## config.mk

```make
export PLATFORM = sky130hd
export DESIGN_NAME = vector_tile_geometry_decoder
export DESIGN_NICKNAME = d
export VERILOG_FILES = /design/src/hdl/vtgd_pkg.sv /design/src/hdl/vector_tile_geometry_decoder.sv /design/src/hdl/vtgd_front.sv /design/src/hdl/vtgd_queue.sv /design/src/hdl/vtgd_back.sv
export SDC_FILE = /design/constraint.sdc
export NUM_CORES = 1
export LEC_CHECK = 0
export BUFFER_PORTS_ARGS = -buffer_cell sky130_fd_sc_hd__clkbuf_2
export CORE_ASPECT_RATIO = 1.1
export CORE_MARGIN = 1
export CORE_UTILIZATION = 50
export DETAILED_ROUTE_END_ITERATION = 8
export MAX_ROUTING_LAYER = met4
export PLACE_DENSITY = 0.66
export SYNTH_ARGS = -nofsm -noshare
export SYNTH_HDL_FRONTEND = slang
export SYNTH_SLANG_ARGS = --single-unit
```

## constraint.sdc

```tcl
create_clock -name clk -period 7.5 [get_ports clk]
set_input_delay 1.5 -clock clk [delete_from_list [all_inputs] [get_ports clk]]
set_output_delay 1.5 -clock clk [all_outputs]
set_load 0.03 [all_outputs]
```

## src/hdl/vtgd_pkg.sv

```systemverilog
// Shared types, codes and helpers for the vector tile geometry decoder.
package vtgd_pkg;

	// Result kinds
	localparam logic [1:0] KIND_HEADER = 2'd0;
	localparam logic [1:0] KIND_POINT  = 2'd1;
	localparam logic [1:0] KIND_TRUNC  = 2'd2;

	// Command ids that take parameter words
	localparam logic [2:0] CMD_MOVE = 3'd1;
	localparam logic [2:0] CMD_LINE = 3'd2;

	localparam int unsigned WORD_W  = 32;
	localparam int unsigned ID_W    = 3;
	localparam int unsigned COUNT_W = 29;

	// Input word
	typedef struct packed {
		logic [WORD_W-1:0] word;
		logic              last_word;
	} item_t;

	// Result word
	typedef struct packed {
		logic [1:0]                kind;
		logic [ID_W-1:0]           cmd_id;
		logic [COUNT_W-1:0]        repeat_count;
		logic signed [WORD_W-1:0]  point_x;
		logic signed [WORD_W-1:0]  point_y;
	} result_t;

	// Classified operation passed from front to back; x and y still zigzag coded
	typedef struct packed {
		logic [1:0]         kind;
		logic [ID_W-1:0]    cmd_id;
		logic [COUNT_W-1:0] repeat_count;
		logic [WORD_W-1:0]  x_raw;
		logic [WORD_W-1:0]  y_raw;
	} op_t;

	// Queue status seen by the top level
	typedef struct packed {
		logic [1:0] count;
	} queue_status_t;

	// Zigzag decode: (n >> 1) xor -(n & 1)
	function automatic logic signed [WORD_W-1:0] unzigzag(input logic [WORD_W-1:0] n);
		unzigzag = signed'((n >> 1) ^ {WORD_W{n[0]}});
	endfunction

endpackage

```

## src/hdl/vector_tile_geometry_decoder.sv

```systemverilog
// Vector tile geometry decoder, top level.
// Takes one geometry word per cycle while full is low (header or zigzag-coded
// parameter) and gives header, point and truncation results. The front end
// classifies each word in the cycle it is accepted and writes an operation into a
// two-entry queue; the back end decodes it into an output register. A result passes
// through the queue register and then the output register, and words flow at one per
// cycle when pop stays high. full rises whenever the queue holds two operations;
// x words that do not end the list produce no result.
module vector_tile_geometry_decoder (
	input  logic              clk,
	input  logic              arst_n,
	input  logic              push,
	output logic              full,
	input  vtgd_pkg::item_t   item,
	output logic              empty,
	input  logic              pop,
	output vtgd_pkg::result_t result
);

	logic                    front_ready;
	logic                    f_op_valid;
	vtgd_pkg::op_t           f_op;
	logic                    q_wr_ready;
	logic                    q_rd_valid;
	vtgd_pkg::op_t           q_rd_op;
	logic                    b_ready;
	vtgd_pkg::queue_status_t q_status;

	assign full = !front_ready;

	vtgd_front u_front (
		.clk        (clk),
		.arst_n     (arst_n),
		.item_valid (push),
		.item       (item),
		.op_ready   (q_wr_ready),
		.item_ready (front_ready),
		.op_valid   (f_op_valid),
		.op         (f_op)
	);

	vtgd_queue u_queue (
		.clk      (clk),
		.arst_n   (arst_n),
		.wr_valid (f_op_valid),
		.wr_op    (f_op),
		.wr_ready (q_wr_ready),
		.rd_valid (q_rd_valid),
		.rd_op    (q_rd_op),
		.rd_ready (b_ready),
		.status   (q_status)
	);

	vtgd_back u_back (
		.clk      (clk),
		.arst_n   (arst_n),
		.op_valid (q_rd_valid),
		.op       (q_rd_op),
		.op_ready (b_ready),
		.empty    (empty),
		.result   (result),
		.pop      (pop)
	);

	// Back pressure only when the queue is full
	a_full_count: assert property (@(posedge clk) disable iff (!arst_n)
		full |-> (q_status.count == 2'd2))
		else $error("full without a full queue");

	// Queue never overfills
	a_count_range: assert property (@(posedge clk) disable iff (!arst_n)
		q_status.count != 2'd3)
		else $error("queue count out of range");

	// Point results carry no count
	a_point_count: assert property (@(posedge clk) disable iff (!arst_n)
		(!empty && (result.kind == vtgd_pkg::KIND_POINT)) |-> (result.repeat_count == '0))
		else $error("point word with nonzero count");

	// Header results carry no coordinates
	a_header_xy: assert property (@(posedge clk) disable iff (!arst_n)
		(!empty && (result.kind == vtgd_pkg::KIND_HEADER))
			|-> ((result.point_x == '0) && (result.point_y == '0)))
		else $error("header word with coordinates");

endmodule

```

## src/hdl/vtgd_front.sv

```systemverilog
// Front end: tracks command/parameter position and classifies each word.
module vtgd_front (
	input  logic            clk,
	input  logic            arst_n,
	input  logic            item_valid,
	input  vtgd_pkg::item_t item,
	input  logic            op_ready,
	output logic            item_ready,
	output logic            op_valid,
	output vtgd_pkg::op_t   op
);

	logic                             in_par_q;
	logic                             expect_y_q;
	logic [vtgd_pkg::COUNT_W-1:0]     points_left_q;
	logic [vtgd_pkg::ID_W-1:0]        cur_id_q;
	logic [vtgd_pkg::WORD_W-1:0]      x_raw_q;

	logic                             accept;
	logic [vtgd_pkg::ID_W-1:0]        hdr_id;
	logic [vtgd_pkg::COUNT_W-1:0]     hdr_count;
	logic                             hdr_params;
	logic [vtgd_pkg::COUNT_W-1:0]     left_dec;
	logic                             has_result;

	assign item_ready = op_ready;
	assign accept     = item_valid && item_ready;

	assign hdr_id     = item.word[vtgd_pkg::ID_W-1:0];
	assign hdr_count  = item.word[vtgd_pkg::WORD_W-1:vtgd_pkg::ID_W];
	assign hdr_params = ((hdr_id == vtgd_pkg::CMD_MOVE) || (hdr_id == vtgd_pkg::CMD_LINE))
		&& (hdr_count != '0);
	assign left_dec   = points_left_q - 1'b1;

	// Classify the current word into an operation
	always_comb begin
		has_result      = 1'b1;
		op.kind         = vtgd_pkg::KIND_HEADER;
		op.cmd_id       = cur_id_q;
		op.repeat_count = '0;
		op.x_raw        = '0;
		op.y_raw        = '0;
		if (!in_par_q) begin
			op.kind         = (hdr_params && item.last_word) ? vtgd_pkg::KIND_TRUNC
				: vtgd_pkg::KIND_HEADER;
			op.cmd_id       = hdr_id;
			op.repeat_count = hdr_count;
		end else if (!expect_y_q) begin
			// x word: result only when the list ends here
			has_result      = item.last_word;
			op.kind         = vtgd_pkg::KIND_TRUNC;
			op.repeat_count = points_left_q;
		end else begin
			op.x_raw = x_raw_q;
			op.y_raw = item.word;
			op.kind  = vtgd_pkg::KIND_POINT;
			if ((left_dec != '0) && item.last_word) begin
				op.kind         = vtgd_pkg::KIND_TRUNC;
				op.repeat_count = left_dec;
			end
		end
	end

	assign op_valid = accept && has_result;

	// Decoder position state
	always_ff @(posedge clk or negedge arst_n) begin
		if (!arst_n) begin
			in_par_q      <= 1'b0;
			expect_y_q    <= 1'b0;
			points_left_q <= '0;
			cur_id_q      <= '0;
		end else if (accept) begin
			if (!in_par_q) begin
				cur_id_q      <= hdr_id;
				expect_y_q    <= 1'b0;
				in_par_q      <= hdr_params && !item.last_word;
				points_left_q <= (hdr_params && !item.last_word) ? hdr_count : '0;
			end else if (!expect_y_q) begin
				expect_y_q <= !item.last_word;
				if (item.last_word) begin
					in_par_q      <= 1'b0;
					points_left_q <= '0;
					cur_id_q      <= '0;
				end
			end else begin
				expect_y_q    <= 1'b0;
				points_left_q <= left_dec;
				if (left_dec == '0) begin
					in_par_q <= 1'b0;
				end
				if (item.last_word) begin
					in_par_q      <= 1'b0;
					points_left_q <= '0;
					cur_id_q      <= '0;
				end
			end
		end
	end

	// Held x parameter, raw
	always_ff @(posedge clk) begin
		if (accept && in_par_q && !expect_y_q) begin
			x_raw_q <= item.word;
		end
	end

endmodule

```

## src/hdl/vtgd_queue.sv

```systemverilog
// Two-entry operation queue between front and back.
module vtgd_queue (
	input  logic                    clk,
	input  logic                    arst_n,
	input  logic                    wr_valid,
	input  vtgd_pkg::op_t           wr_op,
	output logic                    wr_ready,
	output logic                    rd_valid,
	output vtgd_pkg::op_t           rd_op,
	input  logic                    rd_ready,
	output vtgd_pkg::queue_status_t status
);

	logic [1:0]    count_q;
	vtgd_pkg::op_t head_q;
	vtgd_pkg::op_t tail_q;
	logic          wr_en;
	logic          rd_en;

	assign wr_ready     = (count_q != 2'd2);
	assign rd_valid     = (count_q != 2'd0);
	assign rd_op        = head_q;
	assign wr_en        = wr_valid && wr_ready;
	assign rd_en        = rd_valid && rd_ready;
	assign status.count = count_q;

	// Occupancy
	always_ff @(posedge clk or negedge arst_n) begin
		if (!arst_n) begin
			count_q <= 2'd0;
		end else begin
			count_q <= count_q + {1'b0, wr_en} - {1'b0, rd_en};
		end
	end

	// Entry storage: head is always the oldest
	always_ff @(posedge clk) begin
		if (rd_en) begin
			if (count_q == 2'd2) begin
				head_q <= tail_q;
				if (wr_en) begin
					tail_q <= wr_op;
				end
			end else if (wr_en) begin
				head_q <= wr_op;
			end
		end else if (wr_en) begin
			if (count_q == 2'd0) begin
				head_q <= wr_op;
			end else begin
				tail_q <= wr_op;
			end
		end
	end

endmodule

```

## src/hdl/vtgd_back.sv

```systemverilog
// Back end: zigzag decode and registered result word.
module vtgd_back (
	input  logic              clk,
	input  logic              arst_n,
	input  logic              op_valid,
	input  vtgd_pkg::op_t     op,
	output logic              op_ready,
	output logic              empty,
	output vtgd_pkg::result_t result,
	input  logic              pop
);

	logic              valid_q;
	vtgd_pkg::result_t result_q;
	logic              take;

	assign op_ready = !valid_q || pop;
	assign take     = op_valid && op_ready;
	assign empty    = !valid_q;
	assign result   = result_q;

	// Result valid
	always_ff @(posedge clk or negedge arst_n) begin
		if (!arst_n) begin
			valid_q <= 1'b0;
		end else if (op_ready) begin
			valid_q <= op_valid;
		end
	end

	// Result payload
	always_ff @(posedge clk) begin
		if (take) begin
			result_q.kind         <= op.kind;
			result_q.cmd_id       <= op.cmd_id;
			result_q.repeat_count <= op.repeat_count;
			result_q.point_x      <= vtgd_pkg::unzigzag(op.x_raw);
			result_q.point_y      <= vtgd_pkg::unzigzag(op.y_raw);
		end
	end

endmodule

```

# After elaboration in Yosys (flattened, before gate mapping)

Cells that the tools add are included.

Register bits after elaboration: 363
Input port bits: 37
Output and inout port bits: 100
Logic and storage cells: 98

$add $sub $neg: 3
Eq/ne operators: 8
Muxes and demuxes: 35
Bitwise logic cells: 2
Reductions and logical operators: 28

Operator list:

| cell                  | count |
|---|---|
| $mux 98               | 9 |
| $mux 29               | 8 |
| $mux 64               | 2 |
| $xor 31x32->32        | 2 |
| $reduce_bool 29->1    | 2 |
| $logic_not 29->1      | 1 |
| $sub 29x1->29 const B | 1 |
| $logic_and 1x1->1     | 10 |
| $mux 1                | 9 |
| $mux 3                | 3 |
| $mux 2                | 4 |
| $reduce_bool 2->1     | 4 |
| $ne 2x2->1 const B    | 3 |
| $reduce_and 3->1      | 2 |
| $logic_not 1->1       | 4 |
| $reduce_and 2->1      | 2 |
| $eq 3x1->1 const B    | 1 |
| $eq 3x2->1 const B    | 1 |
| $ne 3x3->1 const B    | 1 |
| $add 2x1->2           | 1 |
| $eq 2x2->1 const B    | 1 |
| $logic_not 2->1       | 1 |
| $logic_or 1x1->1      | 2 |
| $ne 2x1->1 const B    | 1 |
| $sub 2x1->2           | 1 |

# Depth between registers and ports, before layout

Word-level depth: 9
Gate-level depth with buffers: 13
Mapped depth without buffers: 10

# By module

From an unflattened synthesis, not the netlist that was laid out.

Cell total of the unflattened synthesis: 1110
Area, all modules: 16017.9 µm²

Modules (own cells, without submodules):

| module                       | instances | cells an instance | area an instance (µm²) | sequential area each (µm²) |
|---|---|---|---|---|
| vtgd_queue                   | 1         | 321               | 7293.2                 | 5935.7 |
| vtgd_front                   | 1         | 615               | 5044.8                 | 1811.7 |
| vtgd_back                    | 1         | 173               | 3676.0                 | 2967.8 |
| vector_tile_geometry_decoder | 1         | 1                 | 3.8                    | 0.0 |

# Worst setup path before layout

Ideal clock, no wire load.

Path kind: input -> register
Start point: input push
End point: register u_queue.head_q, in the netlist u_queue.rd_op[0] (enable)
Library setup time: 0.589 ns
Arrival time: 7.103 ns
Setup slack: -0.192 ns
Cell stages on the path: 6
Buffers on the path: 1
Cells stage by stage: nor2b_1 > o21ai_0 > clkbuf_1 > nor2_1 > a21oi_1 > o22ai_1

Word-level cells in the longest chain between the ends: 5
Elaborated cells between the ends (all ways): 6
Classes of those cells: reduce/logical: 6

Ends and longest elaborated chain:

| what                                  | RTL line                           | source |
|---|---|---|
| start, declared                       | vector_tile_geometry_decoder.sv:12 | `input logic push,` |
| $logic_and 1x1->1 (*)                 | vtgd_front.sv:27                   | `assign accept = item_valid && item_ready;` |
| $logic_and 1x1->1 (*)                 | vtgd_front.sv:64                   | `assign op_valid = accept && has_result;` |
| $logic_and 1x1->1 (*)                 | vtgd_queue.sv:23                   | `assign wr_en = wr_valid && wr_ready;` |
| $reduce_bool 2->1 (no source line)    | n/a                                |  |
| $reduce_and 3->1 (no source line) (*) | n/a                                |  |
| end signal, assigned                  | vtgd_queue.sv:40                   | `head_q <= tail_q;` |
| end signal, assigned                  | vtgd_queue.sv:45                   | `head_q <= wr_op;` |
| end signal, assigned                  | vtgd_queue.sv:49                   | `head_q <= wr_op;` |
| end, declared                         | vtgd_queue.sv:15                   | `vtgd_pkg::op_t head_q;` |

Every way passes the cells marked *; elsewhere a longest branch is shown, timed or not.
A chain may end at the register's enable or synchronous reset.

# Worst setup path after layout

Start point: input item[0] (netlist bit)
End point: register u_queue.head_q, in the netlist u_queue.rd_op[96] (enable)

Word-level cells in the longest chain between the ends: 6
Elaborated cells between the ends (all ways): 7
Classes of those cells: mux: 2; reduce/logical: 5

Ends and longest elaborated chain:

| what                                  | RTL line                           | source |
|---|---|---|
| start, declared                       | vector_tile_geometry_decoder.sv:14 | `input vtgd_pkg::item_t item,` |
| $mux 1 (*)                            | vtgd_front.sv:48                   | `end else if (!expect_y_q) begin` |
| $mux 1 (*)                            | vtgd_front.sv:43                   | `if (!in_par_q) begin` |
| $logic_and 1x1->1 (*)                 | vtgd_front.sv:64                   |  |
| $logic_and 1x1->1 (*)                 | vtgd_queue.sv:23                   |  |
| $reduce_bool 2->1 (no source line)    | n/a                                |  |
| $reduce_and 3->1 (no source line) (*) | n/a                                |  |

Marked as above.

==> metrics.yaml <==
outcome: "finished clean"
post-place-cells: 1638
slew-limit-headroom_pct: 26.41
grt_start_max_net_pins: 95
synth_area_per_cell_um2: 13.75
rsz0062_at_grt: "false"
cts_hold_buf: 0
mostFrequentLayoutCells: "edfxtp_1 (326), clkbuf_2 (136), nor2_1 (100), mux2_2 (80), nand2_1 (72)"
die_h_um: 188.2
htreeDepth: 2
finalPower_mw: 8.211
drtIter0Drc: 867
synth_nets: 1187
clock-root-buffer: "clkbuf_16"
fin_tns_setup_ps: 0
critPathCaptureType: "register"
layout_commonest_cell: "edfxtp_1"
finClkSkew_ps: 15.28
firstDrtPassIters: 5
tightestPinTransition_ps: 1104
nNetsFinal: 1304
cts_tree: "built"
grt_pass1_wl_um: 54890
antenna_found_initial: 0
synth-edff-count: 326
fin_cells: 1702
peakVddDrop_mv: 0.1743
synth-seq-area-share_pct: 68.01
critPathLaunchType: "input pin"
final_util_pct: 58.21
dieArea_mm2: 0.03223
worstSetupPathType: "input pin to register"
grt_use_total_pct: 23.38
route.vias.total: 9723
syn_inst: 1146
drive_gt1_share_pct: 25.16
max_freq_mhz: 240.3
ios: 137
clk_latency_ps: 520
start_util_pct: 51.21
path_clk_slew_ps: 60
ys_warn_count: 0
rows: 67
arrival_ps: 4300
cp_max_fo: 61
numCtsBuffers: 37
grt_overflow_total: 0
ant_nets: 0
area_growth_pct: 13.67
core-area_mm2: 0.03077
p_leak_nw: 6.986
grt_pass1_vias: 9279
power_density_mw_per_mm2: 458.5
period_minus_slack_ps: 4162
synth-seq-cells: 363
drv_cap: 0
cts.repair.resized: 0
yosysUniqueCellTypes: 71
final_cell_area_mm2: 0.01791
post_cts_buffers: 0
cts_num_sinks: 363
vias_per_cell: 5.713
synth_ff_type: "edfxtp_1"
hp-class: "register to register"
cts_max_path_buffers: 3
setup_viol: 0
gp_congestion: 0.9083
drc: 0
placed_area_mm2: 0.01683
finalMaxSlewViolations: 0
io_buffers: 136
synthesis.area_mm2: 0.01576
dieWidth_um: 171.3
async_flop_share_pct: 10.19
hpwlAfterDp_um: 23100
wl_per_cell_um: 21.19
required_ps: 7640
hold_viol_final: 0
num_antenna_cells: 0
wirelength_um: 36070
fin_crit_sh_pct: 55.49
[final timing paths]
kind	endpoint	slack (ps)	cells past startpoint	startpoint
max in group asynchronous	u_front.expect_y_q	5570	1	arst_n
hold / removal	u_back.result[86]	410	0	u_queue.rd_op[86]
setup reg to reg	u_queue.rd_op[72]	3540	10	u_front.points_left_q[0]
hold reg to reg	u_back.result[86]	410	0	u_queue.rd_op[86]
min in group asynchronous	u_front.points_left_q[28]	1180	1	arst_n
setup / recovery	u_queue.rd_op[96]	3340	8	item[0]
[power breakdown]
| group | internal [mW] | switching, mW | leakage [nW] |
|---|---|---|---|
| Sequential | 3.33 | 0.314 | 3.63 |
| Combinational | 0.841 | 2.07 | 2.82 |
| Clock | 0.920 | 0.742 | 0.527 |
| Total | 5.09 | 3.12 | 6.99 |
[cells in the mapped netlist (11+ instances only)]
master	n	share of area, %
xor2_1	66	3.7
nor2_1	103	2.5
o21ai_0	61	1.9
a21oi_1	33	1.0
dfrtp_1	37	5.9
nand4_1	11	0.44
nand2_1	73	1.7
clkbuf_1	52	1.2
a22oi_1	24	1.1
and3_1	62	2.5
buf_1	12	0.29
nand3_1	14	0.44
inv_1	23	0.55
mux2_2	80	5.7
xnor2_1	11	0.61
nor4_1	16	0.64
edfxtp_1	326	62
nor3_1	16	0.51
[worst max-delay path, stage by stage]
cell      delay [ps]
clkbuf_2         410
inv_1            280
nand2_1          240
o21ai_4           70
buf_4            330
o22ai_4          210
buf_4            450
buf_4            710
[final cells by class]
type                       instances  area (um2)
fill                            2466       12860
sequential                       363       10720
multi-input combinational        683        4677
clock buffer                      45       965.9
timing repair buffer             155       835.8
tap                              414       518.0
clock inverter                    19       107.6
inverter                          23       86.33
[cell families after synthesis]
| kind of cell | share of synthesized area [%] |
|---|---|
| flops | 68.01 |
| xor+xnor | 4.280 |
| compound gates | 7.703 |
| simple gates | 11.05 |
| mux | 5.988 |
| buf+inv | 2.652 |
| fa+ha+maj | 0.3177 |
[stage by stage]
| step | hold slack, ps | worst slack (ps) |
|---|---|---|
| after global routing | 424.8 | 3151 |
| after CTS | 415.5 | 3345 |
| after detailed placement | 404.5 | 2791 |
| after global placement | 403.8 | 2884 |
| final | 414.4 | 3338 |
| after floorplan | 400.3 | 447.1 |
[layer usage]
layer  track usage [%]  wire (um)  up-vias
li1                  -          -     4528
met1             31.54      15590     4754
met2             36.55      17400      374
met3             3.130       2054       67
met4             8.036       1017        0
met5                 -          0        -
[registers in the layout (all words and copies together) (netlist names)]
register / cells
u_back.result: 98
u_queue.rd_op: 98
u_queue.tail_q: 98
u_front.x_raw_q: 32
u_front.points_left_q: 29
u_front.cur_id_q: 3
u_queue.status: 2
u_back.valid_q: 1
u_front.expect_y_q: 1
u_front.in_par_q: 1
No activity file was read; power rests on OpenSTA's default activity.
